File: src/rtl/reliable_udp_receive_sequencer_assert.svh
// assertion macros shared by the receive sequencer modules
`ifndef RELIABLE_UDP_RECEIVE_SEQUENCER_ASSERT_SVH
`define RELIABLE_UDP_RECEIVE_SEQUENCER_ASSERT_SVH

// property checked at every clock edge outside reset
`define RUSQ_ASSERT(lbl, clk, rst_n, prop, msg) \
    lbl: assert property (@(posedge clk) disable iff (!rst_n) (prop)) else $error(msg);

// consequence checked in the cycle after the antecedent
`define RUSQ_ASSERT_NEXT(lbl, clk, rst_n, ante, cons, msg) \
    lbl: assert property (@(posedge clk) disable iff (!rst_n) (ante) |=> (cons)) else $error(msg);

`endif

File: src/rtl/rusq_pkg.sv
// types and constants of the receive sequencer
`default_nettype none

package rusq_pkg;

    // width of the window slot index
    localparam int SLOT_W = 5;

    typedef enum logic [1:0] {
        KIND_DATA      = 2'd0,
        KIND_RESET     = 2'd1,
        KIND_ACK_RESET = 2'd2,
        KIND_PING      = 2'd3
    } t_kind;

    typedef enum logic [2:0] {
        ST_DELIVERED     = 3'd0,
        ST_STORED        = 3'd1,
        ST_DUPLICATE     = 3'd2,
        ST_OUT_OF_WINDOW = 3'd3,
        ST_RESET_REQUEST = 3'd4,
        ST_CHANNEL_RESET = 3'd5,
        ST_PING          = 3'd6
    } t_status;

    typedef enum logic [1:0] {
        ACK_NONE  = 2'd0,
        ACK_DATA  = 2'd1,
        ACK_RESET = 2'd2,
        ACK_PING  = 2'd3
    } t_ack;

    // classified item handed from the front to the back
    typedef struct packed {
        t_kind              kind;
        logic [15:0]        id;
        logic [15:0]        handle;
        logic [SLOT_W-1:0]  slot;
    } t_item;

    typedef struct packed {
        t_status     status;
        t_ack        ack;
        logic [15:0] handle;
        logic [15:0] id;
        logic [15:0] next_expected;
        logic [15:0] outrun;
        logic        last;
    } t_result;

endpackage

`default_nettype wire

File: src/rtl/rusq_front.sv
// front end: accepts items, reduces the id and finds its window slot
`default_nettype none

module rusq_front #(
    parameter int ID_LIMIT = 65536,
    parameter int WINDOW   = 32
) (
    input  logic                 i_clk,
    input  logic                 i_rst_n,
    input  logic                 i_valid,
    output logic                 o_ready,
    input  logic [1:0]           i_operation,
    input  logic [15:0]          i_packet_id,
    input  logic [15:0]          i_payload_handle,
    output logic                 o_push,
    output rusq_pkg::t_item      o_item,
    input  logic                 i_full
);

    localparam int STAGES = 5;
    // reciprocals for the remainder by multiplication, quotient low by at most one
    localparam longint unsigned ML = 64'h1_0000_0000 / ID_LIMIT;
    localparam longint unsigned MW = 64'h1_0000_0000 / WINDOW;

    typedef struct packed {
        rusq_pkg::t_kind kind;
        logic [15:0]     id;
        logic [15:0]     handle;
        logic [17:0]     num;
    } t_stage;

    t_stage             r_stg [STAGES];
    logic [STAGES-1:0]  r_vld;

    logic        w_en;
    logic [47:0] w_prod_l;
    logic [47:0] w_prod_w;
    logic [33:0] w_back_l;
    logic [33:0] w_back_w;
    logic [17:0] w_red;
    logic [5:0]  w_slot;

    assign w_en    = !r_vld[STAGES-1] || !i_full;
    assign o_ready = w_en;
    assign o_push  = r_vld[STAGES-1] && !i_full;

    assign w_prod_l = 48'(i_packet_id) * 48'(ML);
    assign w_back_l = 34'(r_stg[0].num) * 34'(ID_LIMIT);
    assign w_red    = (r_stg[1].num >= 18'(ID_LIMIT)) ? r_stg[1].num - 18'(ID_LIMIT)
                                                      : r_stg[1].num;
    assign w_prod_w = 48'(r_stg[2].id) * 48'(MW);
    assign w_back_w = 34'(r_stg[3].num) * 34'(WINDOW);
    assign w_slot   = (r_stg[4].num[5:0] >= 6'(WINDOW)) ? r_stg[4].num[5:0] - 6'(WINDOW)
                                                        : r_stg[4].num[5:0];

    always_ff @(posedge i_clk) begin
        if (!i_rst_n) begin
            r_vld <= '0;
        end else if (w_en) begin
            r_vld <= {r_vld[STAGES-2:0], i_valid};
        end
    end

    always_ff @(posedge i_clk) begin
        if (w_en) begin
            // quotient estimate by the id limit
            r_stg[0].kind   <= rusq_pkg::t_kind'(i_operation);
            r_stg[0].id     <= i_packet_id;
            r_stg[0].handle <= i_payload_handle;
            r_stg[0].num    <= 18'(w_prod_l[47:32]);
            // remainder below twice the limit
            r_stg[1].kind   <= r_stg[0].kind;
            r_stg[1].id     <= r_stg[0].id;
            r_stg[1].handle <= r_stg[0].handle;
            r_stg[1].num    <= {2'b00, r_stg[0].id} - w_back_l[17:0];
            // reduced id
            r_stg[2].kind   <= r_stg[1].kind;
            r_stg[2].id     <= w_red[15:0];
            r_stg[2].handle <= r_stg[1].handle;
            r_stg[2].num    <= '0;
            // quotient estimate by the window
            r_stg[3].kind   <= r_stg[2].kind;
            r_stg[3].id     <= r_stg[2].id;
            r_stg[3].handle <= r_stg[2].handle;
            r_stg[3].num    <= 18'(w_prod_w[47:32]);
            // slot below twice the window
            r_stg[4].kind   <= r_stg[3].kind;
            r_stg[4].id     <= r_stg[3].id;
            r_stg[4].handle <= r_stg[3].handle;
            r_stg[4].num    <= {2'b00, r_stg[3].id} - w_back_w[17:0];
        end
    end

    assign o_item.kind   = r_stg[STAGES-1].kind;
    assign o_item.id     = r_stg[STAGES-1].id;
    assign o_item.handle = r_stg[STAGES-1].handle;
    assign o_item.slot   = w_slot[rusq_pkg::SLOT_W-1:0];

endmodule

`default_nettype wire

File: src/rtl/rusq_queue.sv
// two-entry queue between the front and the back
`default_nettype none

`include "reliable_udp_receive_sequencer_assert.svh"

module rusq_queue (
    input  logic             i_clk,
    input  logic             i_rst_n,
    input  logic             i_push,
    input  rusq_pkg::t_item  i_item,
    output logic             o_full,
    input  logic             i_pop,
    output rusq_pkg::t_item  o_item,
    output logic             o_empty
);

    localparam int DEPTH = 2;
    localparam int PTR_W = $clog2(DEPTH);

    rusq_pkg::t_item  r_mem [DEPTH];
    logic [PTR_W-1:0] r_wr_ptr;
    logic [PTR_W-1:0] r_rd_ptr;
    logic [PTR_W:0]   r_count;

    assign o_full  = r_count == (PTR_W + 1)'(DEPTH);
    assign o_empty = r_count == '0;
    assign o_item  = r_mem[r_rd_ptr];

    always_ff @(posedge i_clk) begin
        if (i_push) begin
            r_mem[r_wr_ptr] <= i_item;
        end
    end

    always_ff @(posedge i_clk) begin
        if (!i_rst_n) begin
            r_wr_ptr <= '0;
            r_rd_ptr <= '0;
            r_count  <= '0;
        end else begin
            if (i_push) begin
                r_wr_ptr <= r_wr_ptr + 1'b1;
            end
            if (i_pop) begin
                r_rd_ptr <= r_rd_ptr + 1'b1;
            end
            case ({i_push, i_pop})
                2'b10:   r_count <= r_count + 1'b1;
                2'b01:   r_count <= r_count - 1'b1;
                default: r_count <= r_count;
            endcase
        end
    end

    `RUSQ_ASSERT(a_count_bound, i_clk, i_rst_n, r_count <= (PTR_W + 1)'(DEPTH), "queue overfilled")
    `RUSQ_ASSERT(a_no_push_full, i_clk, i_rst_n, i_push |-> !o_full, "push into full queue")
    `RUSQ_ASSERT(a_no_pop_empty, i_clk, i_rst_n, i_pop |-> !o_empty, "pop from empty queue")

endmodule

`default_nettype wire

File: src/rtl/rusq_back.sv
// back end: sequence state, reorder window, drain of stored runs, result register
`default_nettype none

`include "reliable_udp_receive_sequencer_assert.svh"

module rusq_back #(
    parameter int ID_LIMIT = 65536,
    parameter int WINDOW   = 32
) (
    input  logic              i_clk,
    input  logic              i_rst_n,
    input  logic              i_empty,
    input  rusq_pkg::t_item   i_item,
    output logic              o_pop,
    output logic              o_valid,
    input  logic              i_ready,
    output rusq_pkg::t_result o_result
);

    localparam int IDX_W = $clog2(WINDOW);
    localparam int CNT_W = IDX_W + 1;

    typedef enum logic [1:0] {
        B_IDLE,
        B_EVAL,
        B_DRAIN
    } t_state;

    t_state            r_state, n_state;
    rusq_pkg::t_item   r_cur, n_cur;
    logic [16:0]       r_diff, n_diff;
    logic [15:0]       r_expected, n_expected;
    logic [IDX_W-1:0]  r_exp_slot, n_exp_slot;
    logic [WINDOW-1:0] r_slot_valid, n_slot_valid;
    logic [15:0]       r_outrun, n_outrun;
    logic [CNT_W-1:0]  r_cnt, n_cnt;
    logic              r_out_valid, n_out_valid;
    rusq_pkg::t_result r_out, n_out;

    logic [15:0]       r_handle_mem [WINDOW];
    logic [15:0]       r_rd_handle;

    logic              w_out_free;
    logic              w_clear;
    logic              w_wr_en;
    logic [IDX_W-1:0]  w_wr_slot;
    logic [16:0]       w_inc;
    logic              w_wrap;
    logic [15:0]       w_nx;
    logic [IDX_W-1:0]  w_nxs;
    logic [16:0]       w_dist;
    logic [IDX_W-1:0]  w_cur_slot;
    logic [CNT_W-1:0]  w_cnt_next;

    // successor id skips zero across the wrap
    assign w_inc  = {1'b0, r_expected} + 17'd1;
    assign w_wrap = w_inc == 17'(ID_LIMIT);
    assign w_nx   = w_wrap ? 16'd1 : w_inc[15:0];
    assign w_nxs  = w_wrap ? IDX_W'(1)
                  : (r_exp_slot == IDX_W'(WINDOW - 1)) ? '0 : r_exp_slot + 1'b1;

    assign w_dist     = r_diff[16] ? r_diff + 17'(ID_LIMIT) : r_diff;
    assign w_cur_slot = r_cur.slot[IDX_W-1:0];
    assign w_cnt_next = r_cnt + 1'b1;
    assign w_out_free = !r_out_valid || i_ready;

    always_comb begin
        n_state      = r_state;
        n_cur        = r_cur;
        n_diff       = r_diff;
        n_expected   = r_expected;
        n_exp_slot   = r_exp_slot;
        n_slot_valid = r_slot_valid;
        n_outrun     = r_outrun;
        n_cnt        = r_cnt;
        n_out_valid  = r_out_valid && !i_ready;
        n_out        = r_out;
        o_pop        = 1'b0;
        w_clear      = 1'b0;
        w_wr_en      = 1'b0;
        w_wr_slot    = w_cur_slot;

        case (r_state)
            B_IDLE: begin
                if (!i_empty) begin
                    o_pop   = 1'b1;
                    n_cur   = i_item;
                    n_diff  = {1'b0, i_item.id} - {1'b0, r_expected};
                    n_state = B_EVAL;
                end
            end
            B_EVAL: begin
                if (w_out_free) begin
                    n_out_valid   = 1'b1;
                    n_state       = B_IDLE;
                    n_out.status  = rusq_pkg::ST_DUPLICATE;
                    n_out.ack     = rusq_pkg::ACK_DATA;
                    n_out.handle  = 16'd0;
                    n_out.id      = r_cur.id;
                    n_out.last    = 1'b1;
                    case (r_cur.kind)
                        rusq_pkg::KIND_RESET, rusq_pkg::KIND_ACK_RESET: begin
                            w_clear       = 1'b1;
                            n_out.status  = rusq_pkg::ST_CHANNEL_RESET;
                            n_out.ack     = (r_cur.kind == rusq_pkg::KIND_RESET)
                                          ? rusq_pkg::ACK_RESET : rusq_pkg::ACK_NONE;
                            n_expected    = 16'd0;
                            n_exp_slot    = '0;
                            n_slot_valid  = '0;
                            n_outrun      = 16'd0;
                        end
                        rusq_pkg::KIND_PING: begin
                            n_out.status = rusq_pkg::ST_PING;
                            n_out.ack    = rusq_pkg::ACK_PING;
                            n_outrun     = 16'd0;
                        end
                        rusq_pkg::KIND_DATA: begin
                            if (r_expected == 16'd0 && r_cur.id != 16'd0) begin
                                n_out.status = rusq_pkg::ST_RESET_REQUEST;
                            end else if (r_cur.id == r_expected) begin
                                n_out.status = rusq_pkg::ST_DELIVERED;
                                n_out.handle = r_cur.handle;
                                n_outrun     = 16'd0;
                                n_expected   = w_nx;
                                n_exp_slot   = w_nxs;
                                n_cnt        = '0;
                                if (r_slot_valid[w_nxs]) begin
                                    n_out.last = 1'b0;
                                    n_state    = B_DRAIN;
                                end
                            end else if (r_cur.id == 16'd0) begin
                                n_out.status = rusq_pkg::ST_RESET_REQUEST;
                            end else if (w_dist < 17'(WINDOW)) begin
                                if (!r_slot_valid[w_cur_slot]) begin
                                    n_out.status             = rusq_pkg::ST_STORED;
                                    n_out.handle             = r_cur.handle;
                                    n_slot_valid[w_cur_slot] = 1'b1;
                                    w_wr_en                  = 1'b1;
                                    n_outrun = (r_outrun == 16'hFFFF) ? r_outrun
                                                                      : r_outrun + 16'd1;
                                end
                            end else if (w_dist < 17'(ID_LIMIT / 2)) begin
                                n_out.status = rusq_pkg::ST_OUT_OF_WINDOW;
                            end
                        end
                        default: ;
                    endcase
                    n_out.next_expected = n_expected;
                    n_out.outrun        = n_outrun;
                end
            end
            B_DRAIN: begin
                if (w_out_free) begin
                    n_out_valid              = 1'b1;
                    n_out.status             = rusq_pkg::ST_DELIVERED;
                    n_out.ack                = rusq_pkg::ACK_NONE;
                    n_out.handle             = r_rd_handle;
                    n_out.id                 = r_expected;
                    n_slot_valid[r_exp_slot] = 1'b0;
                    n_expected               = w_nx;
                    n_exp_slot               = w_nxs;
                    n_cnt                    = w_cnt_next;
                    // a run follows one delivery by at most one window less one
                    if (n_slot_valid[w_nxs] && w_cnt_next < CNT_W'(WINDOW - 1)) begin
                        n_out.last = 1'b0;
                    end else begin
                        n_out.last = 1'b1;
                        n_state    = B_IDLE;
                    end
                    n_out.next_expected = n_expected;
                    n_out.outrun        = r_outrun;
                end
            end
            default: n_state = B_IDLE;
        endcase
    end

    // handle store, read registered at the next expected slot to be ready for the drain
    always_ff @(posedge i_clk) begin
        if (w_wr_en) begin
            r_handle_mem[w_wr_slot] <= r_cur.handle;
        end
        r_rd_handle <= r_handle_mem[n_exp_slot];
    end

    always_ff @(posedge i_clk) begin
        if (!i_rst_n) begin
            r_state      <= B_IDLE;
            r_expected   <= 16'd0;
            r_exp_slot   <= '0;
            r_slot_valid <= '0;
            r_outrun     <= 16'd0;
            r_cnt        <= '0;
            r_out_valid  <= 1'b0;
        end else begin
            r_state      <= n_state;
            r_cur        <= n_cur;
            r_diff       <= n_diff;
            r_expected   <= n_expected;
            r_exp_slot   <= n_exp_slot;
            r_slot_valid <= n_slot_valid;
            r_outrun     <= n_outrun;
            r_cnt        <= n_cnt;
            r_out_valid  <= n_out_valid;
            r_out        <= n_out;
        end
    end

    assign o_valid  = r_out_valid;
    assign o_result = r_out;

    `RUSQ_ASSERT(a_drain_has_entry, i_clk, i_rst_n, (r_state == B_DRAIN) |-> r_slot_valid[r_exp_slot], "drain without stored entry")
    `RUSQ_ASSERT(a_expected_bound, i_clk, i_rst_n, r_expected <= 16'(ID_LIMIT - 1), "expected id beyond limit")
    `RUSQ_ASSERT_NEXT(a_clear_all, i_clk, i_rst_n, w_clear, (r_expected == 16'd0) && (r_slot_valid == '0) && (r_outrun == 16'd0), "channel reset left state behind")

endmodule

`default_nettype wire

File: src/rtl/reliable_udp_receive_sequencer.sv
// Receive sequencer of a reliable datagram channel with a reorder window.
// Input channel (i_valid/o_ready) takes one packet event per item: operation,
// packet id and payload handle. Output channel (o_valid/i_ready) gives the
// result items an event causes; o_last marks the final one of each event.
// A data packet in order is delivered and then the run of stored packets that
// follows it; packets a little ahead are parked in window slots.
// An item passes the 5 front stages for the id and slot reduction, the queue,
// and then lookup and decision in the back before its first result appears.
// The back handles one event at a time in its lookup and decide steps, then
// drains each stored packet of the run, one per cycle while i_ready is high.
// Reset (i_rst_n low, synchronous) empties the queue and window and sets the
// expected id to 0; no clearing pass follows, items are taken right after.
// If i_ready stays low the result register holds, the back stops, the queue
// fills and o_ready falls once an item waits in the last front stage.
`default_nettype none

module reliable_udp_receive_sequencer #(
    parameter int ID_LIMIT = 65536,
    parameter int WINDOW   = 32
) (
    input  logic        i_clk,
    input  logic        i_rst_n,
    input  logic        i_valid,
    output logic        o_ready,
    input  logic [1:0]  i_operation,
    input  logic [15:0] i_packet_id,
    input  logic [15:0] i_payload_handle,
    output logic        o_valid,
    input  logic        i_ready,
    output logic [2:0]  o_status,
    output logic [1:0]  o_ack_kind,
    output logic [15:0] o_delivered_handle,
    output logic [15:0] o_delivered_id,
    output logic [15:0] o_next_expected,
    output logic [15:0] o_outrun_total,
    output logic        o_last
);

    rusq_pkg::t_item   w_push_item;
    rusq_pkg::t_item   w_pop_item;
    rusq_pkg::t_result w_result;
    logic              w_push;
    logic              w_full;
    logic              w_pop;
    logic              w_empty;

    rusq_front #(
        .ID_LIMIT (ID_LIMIT),
        .WINDOW   (WINDOW)
    ) u_front (
        .i_clk            (i_clk),
        .i_rst_n          (i_rst_n),
        .i_valid          (i_valid),
        .o_ready          (o_ready),
        .i_operation      (i_operation),
        .i_packet_id      (i_packet_id),
        .i_payload_handle (i_payload_handle),
        .o_push           (w_push),
        .o_item           (w_push_item),
        .i_full           (w_full)
    );

    rusq_queue u_queue (
        .i_clk   (i_clk),
        .i_rst_n (i_rst_n),
        .i_push  (w_push),
        .i_item  (w_push_item),
        .o_full  (w_full),
        .i_pop   (w_pop),
        .o_item  (w_pop_item),
        .o_empty (w_empty)
    );

    rusq_back #(
        .ID_LIMIT (ID_LIMIT),
        .WINDOW   (WINDOW)
    ) u_back (
        .i_clk    (i_clk),
        .i_rst_n  (i_rst_n),
        .i_empty  (w_empty),
        .i_item   (w_pop_item),
        .o_pop    (w_pop),
        .o_valid  (o_valid),
        .i_ready  (i_ready),
        .o_result (w_result)
    );

    assign o_status           = w_result.status;
    assign o_ack_kind         = w_result.ack;
    assign o_delivered_handle = w_result.handle;
    assign o_delivered_id     = w_result.id;
    assign o_next_expected    = w_result.next_expected;
    assign o_outrun_total     = w_result.outrun;
    assign o_last             = w_result.last;

endmodule

`default_nettype wire

File: config.mk
export PLATFORM = sky130hd
export DESIGN_NAME = reliable_udp_receive_sequencer
export DESIGN_NICKNAME = d
export VERILOG_FILES = /design/src/rtl/rusq_pkg.sv /design/src/rtl/rusq_front.sv /design/src/rtl/rusq_queue.sv /design/src/rtl/rusq_back.sv /design/src/rtl/reliable_udp_receive_sequencer.sv
export VERILOG_INCLUDE_DIRS = /design/src /design/src/rtl
export SDC_FILE = /design/constraint.sdc
export NUM_CORES = 1
export LEC_CHECK = 0
export BUFFER_PORTS_ARGS = -buffer_cell sky130_fd_sc_hd__buf_2
export CAP_MARGIN = 20
export CORE_MARGIN = 3
export CORE_UTILIZATION = 54
export CTS_BUF_LIST = sky130_fd_sc_hd__clkbuf_2
export CTS_CLUSTER_SIZE = 12
export DETAILED_ROUTE_END_ITERATION = 10
export GPL_TIMING_DRIVEN = 0
export PLACE_DENSITY = 0.71
export SETUP_SLACK_MARGIN = 0.1
export SYNTH_ARGS = -nofsm -noshare
export SYNTH_HDL_FRONTEND = slang
export SYNTH_HIERARCHICAL = 1
export SYNTH_SLANG_ARGS = --single-unit
File: constraint.sdc
create_clock -name i_clk -period 4.13 [get_ports i_clk]
set_input_delay 1.0325 -clock i_clk [delete_from_list [all_inputs] [get_ports i_clk]]
set_output_delay 1.0325 -clock i_clk [all_outputs]
set_load 0.05 [all_outputs]
Word-level counts from Yosys, hierarchy flattened
Memory sizes are Yosys's and may differ from the RTL's. A register that Yosys moved wholly into a read port is not among the register bits.
Index checks and enable logic that the tools add are counted.
{"block": "totals", "reg_bits": 213, "ram_bits": 850, "output_inout_bits": 72, "memories": 3}
{"block": "classes", "n_addsub": 14, "order_cmp": 10, "n_eq_ne": 25, "n_mux": 103, "bitwise": 4, "n_reduce_logical": 30}
{"memory": "u_back.r_handle_mem", "words": 32, "word_bits": 16, "read_ports": 1, "rd_ports_with_merged_regs": 1, "write_ports": 1, "line_no": "rusq_back.sv:40", "rtl": "logic [15:0] r_handle_mem [WINDOW];"}
{"memory": "u_front.r_stg", "words": 5, "word_bits": 52, "read_ports": 5, "rd_ports_with_merged_regs": 0, "write_ports": 5, "line_no": "rusq_front.sv:32", "rtl": "t_stage r_stg [STAGES];"}
{"memory": "u_queue.r_mem", "words": 2, "word_bits": 39, "read_ports": 1, "rd_ports_with_merged_regs": 1, "write_ports": 1, "line_no": "rusq_queue.sv:20", "rtl": "rusq_pkg::t_item r_mem [DEPTH];"}
{"cell": "16-bit 2-to-1 mux", "count": 18}
{"cell": "32-bit 2-to-1 mux", "count": 7}
{"cell": "70-bit 2-to-1 mux", "count": 2}
{"cell": "70-bit one-hot mux with 2 select lines", "count": 1}
{"cell": "32-bit one-hot mux with 2 select lines", "count": 2}
{"cell": "16-bit one-hot mux with 2 select lines", "count": 3}
{"cell": "16-bit by 18-bit subtractor with 18-bit output", "count": 2}
{"cell": "5-bit 2-to-1 mux", "count": 7}
{"cell": "32-bit bitwise AND", "count": 1}
{"cell": "16-bit zero test", "count": 2}
{"cell": "32-bit NOT", "count": 1}
{"cell": "32-bit OR", "count": 1}
{"cell": "1-bit 2-to-1 mux", "count": 31}
{"cell": "6-bit 2-to-1 mux", "count": 5}
{"cell": "2-bit 2-to-1 mux", "count": 10}
{"cell": "5-bit one-hot mux with 2 select lines", "count": 2}
{"cell": "18-bit by 17-bit greater-or-equal comparator with 1-bit output, second input constant", "count": 1}
{"cell": "5-bit by 6-bit less-than comparator with 1-bit output, second input constant", "count": 3}
{"cell": "16-bit by 1-bit adder with 17-bit output, second input constant", "count": 1}
{"cell": "17-bit adder, second input constant", "count": 1}
{"cell": "17-bit equality test, second input constant", "count": 1}
{"cell": "17-bit by 16-bit less-than comparator with 1-bit output, second input constant", "count": 1}
{"cell": "17-bit by 6-bit less-than comparator with 1-bit output, second input constant", "count": 1}
{"cell": "17-bit 2-to-1 mux", "count": 1}
{"cell": "42 further kinds", "count": 81}

Longest topological paths before layout
Gate-level depths: netlist of run 1.
{"block": "depth", "word_depth": 13, "depth_mapped": 17, "mapped_depth_nobuf": 14}

By module
The synthesis of run 1 kept the hierarchy.
{"module": "rusq_back", "n_inst": 1, "cells_each": 2616, "area_per_inst_um2": 31360.1, "seq_area_each_um2": 20860.0}
{"module": "rusq_front", "n_inst": 1, "cells_each": 194, "area_per_inst_um2": 5336.4, "seq_area_each_um2": 5205.0}
{"module": "rusq_queue", "n_inst": 1, "cells_each": 143, "area_per_inst_um2": 3020.4, "seq_area_each_um2": 2442.3}

Least setup slack after synthesis of run 1
Ideal clock, no wire load.
{"block": "synth_path", "path_kind": "flip-flop to flip-flop", "start": "register u_back.r_cur, in the netlist u_back/w_cur_slot[0]", "end": "memory u_back.r_handle_mem[11][0], enable pin", "setup_time_ns": 0.389, "arrival_ns": 3.158, "required_ns": 3.741, "path_slack_ns": 0.584, "stages_incl_launch_ff": 11, "n_path_buf": 2, "path_cell_list": "edfxtp_1 -> clkbuf_1 -> buf_2 -> mux4_2 -> o22ai_1 -> nor4_1 -> nor2_1 -> nand4b_1 -> nor2_1 -> nand3_1 -> nor2_1"}
{"block": "synth_via", "elab_chain_len": 12}
{"item": "start, declared", "line_no": "rusq_back.sv:30", "rtl": "rusq_pkg::t_item r_cur, n_cur;"}
{"item": "start signal, assigned", "line_no": "rusq_back.sv:197", "rtl": "r_cur <= n_cur;"}
{"item": "1-bit binary-select mux with 5-bit select", "line_no": "rusq_back.sv:134", "rtl": "if (!r_slot_valid[w_cur_slot]) begin"}
{"item": "1-bit 2-to-1 mux (implied by the code)", "line_no": "rusq_back.sv:134"}
{"item": "1-bit 2-to-1 mux", "line_no": "rusq_back.sv:134"}
{"item": "1-bit 2-to-1 mux", "line_no": "rusq_back.sv:133", "rtl": "end else if (w_dist < 17'(WINDOW)) begin"}
{"item": "1-bit 2-to-1 mux", "line_no": "rusq_back.sv:131", "rtl": "end else if (r_cur.id == 16'd0) begin"}
{"item": "1-bit 2-to-1 mux", "line_no": "rusq_back.sv:120", "rtl": "end else if (r_cur.id == r_expected) begin"}
{"item": "1-bit 2-to-1 mux", "line_no": "rusq_back.sv:118", "rtl": "if (r_expected == 16'd0 && r_cur.id != 16'd0) begin"}
{"item": "1-bit 2-to-1 mux", "line_no": "rusq_back.sv:101", "rtl": "case (r_cur.kind)"}
{"item": "1-bit 2-to-1 mux", "line_no": "rusq_back.sv:93", "rtl": "if (w_out_free) begin"}
{"item": "1-bit 2-to-1 mux", "line_no": "rusq_back.sv:83", "rtl": "case (r_state)"}
{"item": "1-bit 2-to-1 mux", "line_no": "rusq_back.sv:180", "rtl": "if (w_wr_en) begin"}
{"item": "1-bit 2-to-1 mux (implied by the code)", "line_no": "rusq_back.sv:181", "rtl": "r_handle_mem[w_wr_slot] <= r_cur.handle;"}
{"item": "end, declared", "line_no": "rusq_back.sv:40"}
Parallel ways exist; a longest one is shown, timed or not. The select of a mux whose other input is x is not followed.

Worst setup path after layout of run 1
{"block": "layout_path", "start": "register u_back.r_expected[1]", "end": "register u_back.r_rd_handle[10] (read register of u_back.r_handle_mem)"}
{"block": "layout_via", "elab_chain_len": 8, "word_cells_on_any_way": 12}
{"item": "start, declared", "line_no": "rusq_back.sv:32", "rtl": "logic [15:0] r_expected, n_expected;"}
{"item": "start signal, assigned", "line_no": "rusq_back.sv:199", "rtl": "r_expected <= n_expected;"}
{"item": "16-bit by 1-bit adder with 17-bit output", "line_no": "rusq_back.sv:56", "rtl": "assign w_inc = {1'b0, r_expected} + 17'd1;"}
{"item": "17-bit equality test", "line_no": "rusq_back.sv:57", "rtl": "assign w_wrap = w_inc == 17'(ID_LIMIT);"}
{"item": "5-bit 2-to-1 mux", "line_no": "rusq_back.sv:59", "rtl": "assign w_nxs = w_wrap ? IDX_W'(1)"}
{"item": "5-bit 2-to-1 mux", "line_no": "rusq_back.sv:120"}
{"item": "5-bit 2-to-1 mux", "line_no": "rusq_back.sv:118"}
{"item": "5-bit one-hot mux with 2 select lines", "line_no": "rusq_back.sv:101"}
{"item": "5-bit 2-to-1 mux", "line_no": "rusq_back.sv:93"}
{"item": "5-bit one-hot mux with 2 select lines (*)", "line_no": "rusq_back.sv:83"}
{"item": "end, declared", "line_no": "rusq_back.sv:41", "rtl": "logic [15:0] r_rd_handle;"}
Mark *: on every way between the ends. The rest lies on a longest branch, timed or not.
A chain may end at the register's enable or synchronous reset.

==> summary.txt, run 1 <==
Synth
  • Register area share after synthesis: 0.718
  • Unique masters post-synth: 83
  • Commonest cells in the netlist: edfxtp_1, nand2_1, nand3_1, clkbuf_1, dfxtp_1
  • Ys flop type: edfxtp_1
  • Avg Inst Size Synth: 13.4 sq um
  • Asr flop ratio synth: 0
  • Yosys warns: 6
  • Post-Syn Area: 39,700 sq um
  • Most area-hungry cell type in the Yosys netlist: edfxtp_1
  • Synthesized instance count: 2,953
  • Most common cell in the synthesized netlist: edfxtp_1
  • Flops & latches, synth: 984
  • Ranking of synthesized cells by area: edfxtp_1, nand2_1, dfxtp_1, nand3_1, a31oi_1
  • EDFF count, synth: 880
  • Post-synth net total: 3,022
  • Post-synth top area share: 0.665

Setup path
  • Startpoint Class: register
  • Setup slack, reg-to-reg: 0.06 ns
  • Crit path kind: reg2reg
  • CP Capture Type: register
  • R2R cell count: 15
  • R2r endpoint: u_back/r_rd_handle[10]
  • Reg2Reg Launch Point: u_back/r_expected[1]
  • Worst Path Arrival: 5.47 ns
  • Worst path required time: 5.54 ns
  • Crit-path max FO: 10

GRT
  • Largest net degree at the start of global routing: 111
  • Grt ovf: 0
  • Wire length of the first global-routing pass: 161,000 microns
  • Total track usage: 0.279
  • Vias in the first global route: 26,600
  • Antenna violations before repair: 3

Finish
  • P&R area growth vs syn: 14.8%
  • Share of layout cells above drive strength 1: 0.228
  • Final nets: 3,477

Route
  • DRT Pass-1 Iters: 8
  • Wire length per cell: 23.9 microns
  • Post-DRT Antenna Nets: 0
  • Via count: 27,200
  • Via density: 6.00
  • Total Routed Length: 108,000 microns
  • DR DRC count: 0
  • DRT iter0 DRCs: 3,497

STA
  • RSZ-0062 raised after global routing: yes
  • Clock skew: 0.127 ns
  • Fmax: 0.246 GHz
  • Max_slew headroom: 0.344
  • Final setup violation count: 0
  • Period utilization: 0.984
  • Final hold violation count: 0
  • Slew @ Worst Pin: 0.976 ns
  • Max-slew violation count: 0
  • Final worst setup slack: 0.0647 ns
  • Minimum clock period: 4.07 ns

Place
  • Buffers on Ports: 109
  • Half-perimeter wire length after placement: 74,100 microns
  • GPL Wtd Cong: 0.945
  • Dpl ws: -1.02 ns

Min path
  • Min-Delay Path Class: in2reg
  • Hold EP: u_front/r_stg[0][38]
  • Hold Crit Start: i_packet_id[4]
  • Hold path cells: 2

Floorplanning
  • Die Wd: 277 microns
  • Vert. Die Dim: 277 microns
  • Boundary pin count: 110
  • Core area: 72,200 sq um
  • Die area: 76,800 sq um
  • Starting density of the core: 0.550
  • Number of core rows: 98

CTS
  • Clock H-tree levels: 4
  • CTS tree: done
  • TritonCTS Buffers: 228
  • Clk slew on worst S/H paths: 0.12 ns
  • Root Buffer: clkbuf_2
  • Sink Count: 984
  • Clock Latency Late Sink: 1.48 ns
  • Clk buf depth: 3

Pwr
  • Pwr/cell area: 429 nW/um^2
  • Peak VDD IR: 0.335 mV
  • Leakage: 16.3 nW
  • Power Total: 19.5 mW

Run
  • Max Cap Violations: 0

Run status
  • Outcome: complete, no violations
logic make-up after synthesis:
| group | after synthesis | synth area share |
|---|---|---|
| adders and majority gates | 31 | 0.00977 |
| buffers and inverters | 222 | 0.0239 |
| xor gates and xnor gates | 42 | 0.00926 |
| AOI/OAI and AO/OA | 474 | 0.0817 |
| DFF | 984 | 0.718 |
| muxes | 85 | 0.0269 |
| and+or+nand+nor | 1115 | 0.131 |
metrics by stage:
stage / cells / TNS, ns / area [sq um] / hold WS [ns] / utilization
2_1_floorplan: 2953 / 0 / 39700 / 0.400 / -
3_3_place_gp: 4012 / -636.32 / 41500 / 0.401 / 0.574
3_5_place_dp: 4050 / -326.24 / 42200 / 0.405 / 0.584
4_1_cts: 4520 / 0 / 45300 / 0.0888 / 0.627
5_1_grt: 4539 / 0 / 45600 / 0.106 / 0.631
6_report: 4539 / 0 / 45600 / 0.329 / 0.631
layout make-up:
cell class | count | area, sq um
flip-flops and latches | 984 | 28500
fillers | 5412 | 26600
multi-input cells | 1747 | 10700
repair buffers | 230 | 2130
clock buffers | 330 | 1650
well taps | 950 | 1190
plain buffers | 177 | 860
clock inverters | 77 | 377
inverters | 39 | 163
diodes | 4 | 10.0
repair inverters | 1 | 8.76
registers in the layout (all words and copies together) (netlist names), 16 cells and up, named ones only:
signal               flops
u_back/r_handle_mem    512
u_back/r_expected       16
u_back/r_outrun         16
u_back/r_slot_valid     32
u_queue/r_mem           78
u_back/r_cur            34
u_front/r_stg          170
u_back/o_result         70
u_back/r_rd_handle      16
power by group:
| group | leakage (nW) | switching [mW] | internal (mW) | total [mW] |
|---|---|---|---|---|
| Clock | 1.55 | 3.80 | 2.20 | 6.00 |
| Combinational | 5.66 | 1.33 | 0.712 | 2.04 |
| Sequential | 9.05 | 0.258 | 11.2 | 11.5 |
| Total | 16.3 | 5.39 | 14.2 | 19.5 |
cells in the final DEF (no fill, tap or decap), drive strengths merged, types with 39 or more instances in the layout:
cell type    count
edfxtp         880
nand2          573
clkbuf         441
buf            257
nand3          173
dfxtp          104
nor2           103
a31oi          101
nand4           67
clkinv          66
o21ai           64
a21oi           60
mux2            55
a211oi          49
o211ai          47
inv             47
and3            46
dlygate4sd3     39
worst max-delay path, cell delays in order (launching register included):
cell,delay (ns)
dfxtp_1,0.33
clkbuf_2,0.17
inv_1,0.11
ha_1,0.16
nor4b_1,0.26
nand4_1,0.30
nand2b_2,0.37
a21oi_4,0.28
o21ai_4,0.16
nand2_4,0.23
clkbuf_2,0.33
buf_2,0.37
nand2_1,0.11
a31oi_1,0.36
nand4_1,0.31
nand4_1,0.18
worst max path at each step:
stage                              start                    endpoint  cells after the start
global route        u_back/r_expected[1]       u_back/r_rd_handle[0]                     15
finish              u_back/r_expected[1]      u_back/r_rd_handle[10]                     15
floorplan           u_back/w_cur_slot[0]  u_back/r_handle_mem[11][0]                     10
detailed placement               i_ready      u_back/r_rd_handle[12]                     12
global placement    u_back/w_cur_slot[0]  u_back/r_handle_mem[15][6]                     10
CTS                 u_back/w_cur_slot[0]  u_back/r_handle_mem[20][7]                     11
layer usage:
metal	GRT usage	routed length, microns	up-vias
met5	0	0	-
met3	0.0679	11100	235
met2	0.424	49600	1528
met1	0.389	43900	13300
li1	-	-	12200
met4	0.111	3690	0
what timing repair did:
| action | in CTS | in global routing |
|---|---|---|
| endpoints found under the hold margin | 45 | 0 |
| buffers inserted | 24 | 19 |
| endpoints found under the setup margin | 573 | 272 |
| gates cloned | 1 | 0 |
| hold buffers | 39 | 0 |
| resized for setup | 109 | 67 |
| pin swaps | 12 | 13 |
Note: power is estimated with default switching activity, not from simulation.
==> run 2: changes to the inputs <==
ABC_AREA = 1   (was default)
MAX_ROUTING_LAYER = met4   (was default)
PLACE_DENSITY = 0.7   (was 0.71)
SYNTH_HIERARCHICAL = default   (was 1)
==> summary.txt, run 2 <==
Finish
  • Final nets: 4,538 (was 3,477)
  • P&R area growth vs syn: 14.8% (about the same)
  • Fill cells: 6,286 (was 5,412)
  • Cell Count, Final, Fillers Out: 5,699 (was 4,539)
  • Multi-input gate area: 11,600 sq um (was 10,700 sq um)
  • Largest Register: u_back.r_handle_mem (was u_back/r_handle_mem)
  • FF/Latch Area: 28,100 sq um (was 28,500 sq um)
  • Commonest non-fill, non-tap cell in the layout: nand2_1 (was edfxtp_1)
  • Commonest non-fill, non-tap cells in the layout: nand2_1, edfxtp_1, nand3_1, inv_1, clkbuf_2 (was edfxtp_1, nand2_1, clkbuf_2, nand3_1, buf_2)
  • Util after Layout: 0.633 (was 0.631)
  • Share of layout cells above drive strength 1: 0.169 (was 0.228)
  • Largest register FFs: 512 (unchanged)
  • Fin area: 48,500 sq um (was 45,600 sq um)

Place
  • Placed Area: 45,500 sq um (was 42,200 sq um)
  • GPL Wtd Cong: 1.02 (was 0.945)
  • Dpl ws: -0.590 ns (was -1.02 ns)
  • Inst Count DP: 5,207 (was 4,050)
  • Buffers on Ports: 108 (was 109)
  • Half-perimeter wire length after placement: 90,400 microns (was 74,100 microns)

Floorplanning
  • Die area: 81,700 sq um (was 76,800 sq um)
  • Core area: 76,700 sq um (was 72,200 sq um)
  • Boundary pin count: 110 (unchanged)
  • Die Wd: 286 microns (was 277 microns)
  • Vert. Die Dim: 286 microns (was 277 microns)
  • Number of core rows: 101 (was 98)
  • Starting density of the core: 0.551 (was 0.550)

CTS
  • Clk slew on worst S/H paths: 0.13 ns (was 0.12 ns)
  • TritonCTS Buffers: 232 (was 228)
  • Root Buffer: clkbuf_2 (unchanged)
  • Clk buf depth: 3 (unchanged)
  • CTS tree: done (unchanged)
  • Sink Count: 969 (was 984)
  • Clock H-tree levels: 4 (unchanged)
  • Clock Latency Late Sink: 1.53 ns (was 1.48 ns)

Synth
  • Yosys warns: 0 (was 6)
  • Post-synth top area share: 0.614 (was 0.665)
  • EDFF count, synth: 865 (was 880)
  • Avg Inst Size Synth: 10.6 sq um (was 13.4 sq um)
  • Ys flop type: edfxtp_1 (unchanged)
  • Post-synth net total: 4,074 (was 3,022)
  • Register area share after synthesis: 0.664 (was 0.718)
  • Most common cell in the synthesized netlist: nand2_1 (was edfxtp_1)
  • Flops & latches, synth: 969 (was 984)
  • Post-Syn Area: 42,300 sq um (was 39,700 sq um)
  • Most area-hungry cell type in the Yosys netlist: edfxtp_1 (unchanged)
  • Asr flop ratio synth: 0 (unchanged)
  • Synthesized instance count: 4,005 (was 2,953)
  • Ranking of synthesized cells by area: edfxtp_1, nand2_1, nand3_1, dfxtp_1, inv_1 (was edfxtp_1, nand2_1, dfxtp_1, nand3_1, a31oi_1)
  • Commonest cells in the netlist: nand2_1, edfxtp_1, nand3_1, inv_1, o21ai_0 (was edfxtp_1, nand2_1, nand3_1, clkbuf_1, dfxtp_1)
  • Unique masters post-synth: 48 (was 83)

Route
  • DR DRC count: 0 (unchanged)
  • Wire length per cell: 22.5 microns (was 23.9 microns)
  • Post-DRT Antenna Nets: 0 (unchanged)
  • DRT iter0 DRCs: 3,535 (was 3,497)
  • Via count: 32,200 (was 27,200)
  • DRT Pass-1 Iters: 6 (was 8)
  • Total Routed Length: 128,000 microns (was 108,000 microns)
  • Via density: 5.64 (was 6.00)

Run status
  • Outcome: complete, no violations (unchanged)

STA
  • Max_slew headroom: 0.221 (was 0.344)
  • Final setup violation count: 0 (unchanged)
  • Period utilization: 0.964 (was 0.984)
  • Max-slew violation count: 0 (unchanged)
  • Minimum clock period: 3.98 ns (was 4.07 ns)
  • RSZ-0062 raised after global routing: yes (unchanged)
  • Clock skew: 0.132 ns (was 0.127 ns)
  • Final hold violation count: 0 (unchanged)
  • TNS Setup: 0 ns (unchanged)
  • Slew @ Worst Pin: 1.16 ns (was 0.976 ns)
  • Final worst setup slack: 0.150 ns (was 0.0647 ns)
  • Fmax: 0.251 GHz (was 0.246 GHz)
  • WHS: 0.222 ns (was 0.329 ns)

Setup path
  • Setup crit start: u_back.r_state[0] (was u_back/r_expected[1])
  • Startpoint Class: register (unchanged)
  • Worst Path Arrival: 5.38 ns (was 5.47 ns)
  • Reg2Reg Launch Point: u_back.r_state[0] (was u_back/r_expected[1])
  • CP Capture Type: register (unchanged)
  • Crit path kind: reg2reg (unchanged)
  • Worst path required time: 5.53 ns (was 5.54 ns)
  • Crit-path max FO: 10 (unchanged)

Pwr
  • Power Total: 33.5 mW (was 19.5 mW)
  • Pwr/cell area: 690 nW/um^2 (was 429 nW/um^2)
  • Leakage: 20.0 nW (was 16.3 nW)
  • Peak VDD IR: 0.542 mV (was 0.335 mV)

GRT
  • Largest net degree at the start of global routing: 60 (was 111)
  • Vias in the first global route: 30,900 (was 26,600)
  • Grt ovf: 0 (unchanged)
  • Total track usage: 0.323 (was 0.279)
  • Antenna violations before repair: 2 (was 3)
  • Wire length of the first global-routing pass: 189,000 microns (was 161,000 microns)

Run
  • Max Cap Violations: 0 (unchanged)

Min path
  • Min-Delay Path Class: in2reg (unchanged)
  • Hold Crit Start: i_payload_handle[0] (was i_packet_id[4])
## run 2: power breakdown
part	internal, mW	total (mW)	switching [mW]
registers	11.6	12.1	0.478
logic	4.02	14.9	10.9
clock network	2.50	6.49	3.99
total	18.1	33.5	15.3
## run 2: worst max-delay path, stage by stage, from the launching register on
cell	delay [ns]
dfxtp_1	0.39
inv_1	0.09
ha_1	0.28
clkbuf_1	0.36
inv_1	0.25
nand2_1	0.44
clkbuf_2	0.52
clkbuf_1	0.52
nand3b_1	0.15
nand3_1	0.11
nand3_1	0.13
nand3_1	0.13
nand2_1	0.20
nand2_1	0.21
nand2_1	0.12
## run 2: timing repair
action / CTS / global route
hold buffers: 36 / 0
resized for setup: 39 / 37
setup buffers: 7 / 12
pin swaps: 4 / 3
setup endpoints to repair: 498 / 139
hold endpoints to repair: 36 / 0
cloned: 2 / 1
## run 2: path summary, 6_finish.rpt
kind | to | slack (ns) | cells after the start
setup reg to reg | u_back.r_rd_handle[6] | 0.15 | 14
setup / recovery | u_back.r_rd_handle[6] | 0.15 | 14
hold reg to reg | u_front.r_stg[3][33] | 0.35 | 0
hold / removal | u_front.r_stg[0][18] | 0.22 | 2
## run 2: kinds of logic after synthesis
logic type      synth area share
simple gates               0.188
buf+inv                   0.0698
flops                      0.664
compound gates            0.0624
fa+ha+maj                0.00917
xor+xnor                 0.00725
## run 2: area by class of cell
type	instances	area share
diodes	5	0.000258
plain buffers	215	0.0235
clock buffers	345	0.0356
clock inverters	84	0.0107
inverters	493	0.0384
multi-input cells	2330	0.240
flip-flops and latches	969	0.578
well taps	1030	0.0265
repair buffers	228	0.0471
## run 2: routing by layer
metal / GRT usage / routed length [microns] / vias up
met5: - / 0 / -
met1: 0.391 / 48700 / 15200
met2: 0.519 / 61700 / 1757
li1: - / - / 14900
met3: 0.0553 / 10700 / 364
met4: 0.175 / 7170 / 0
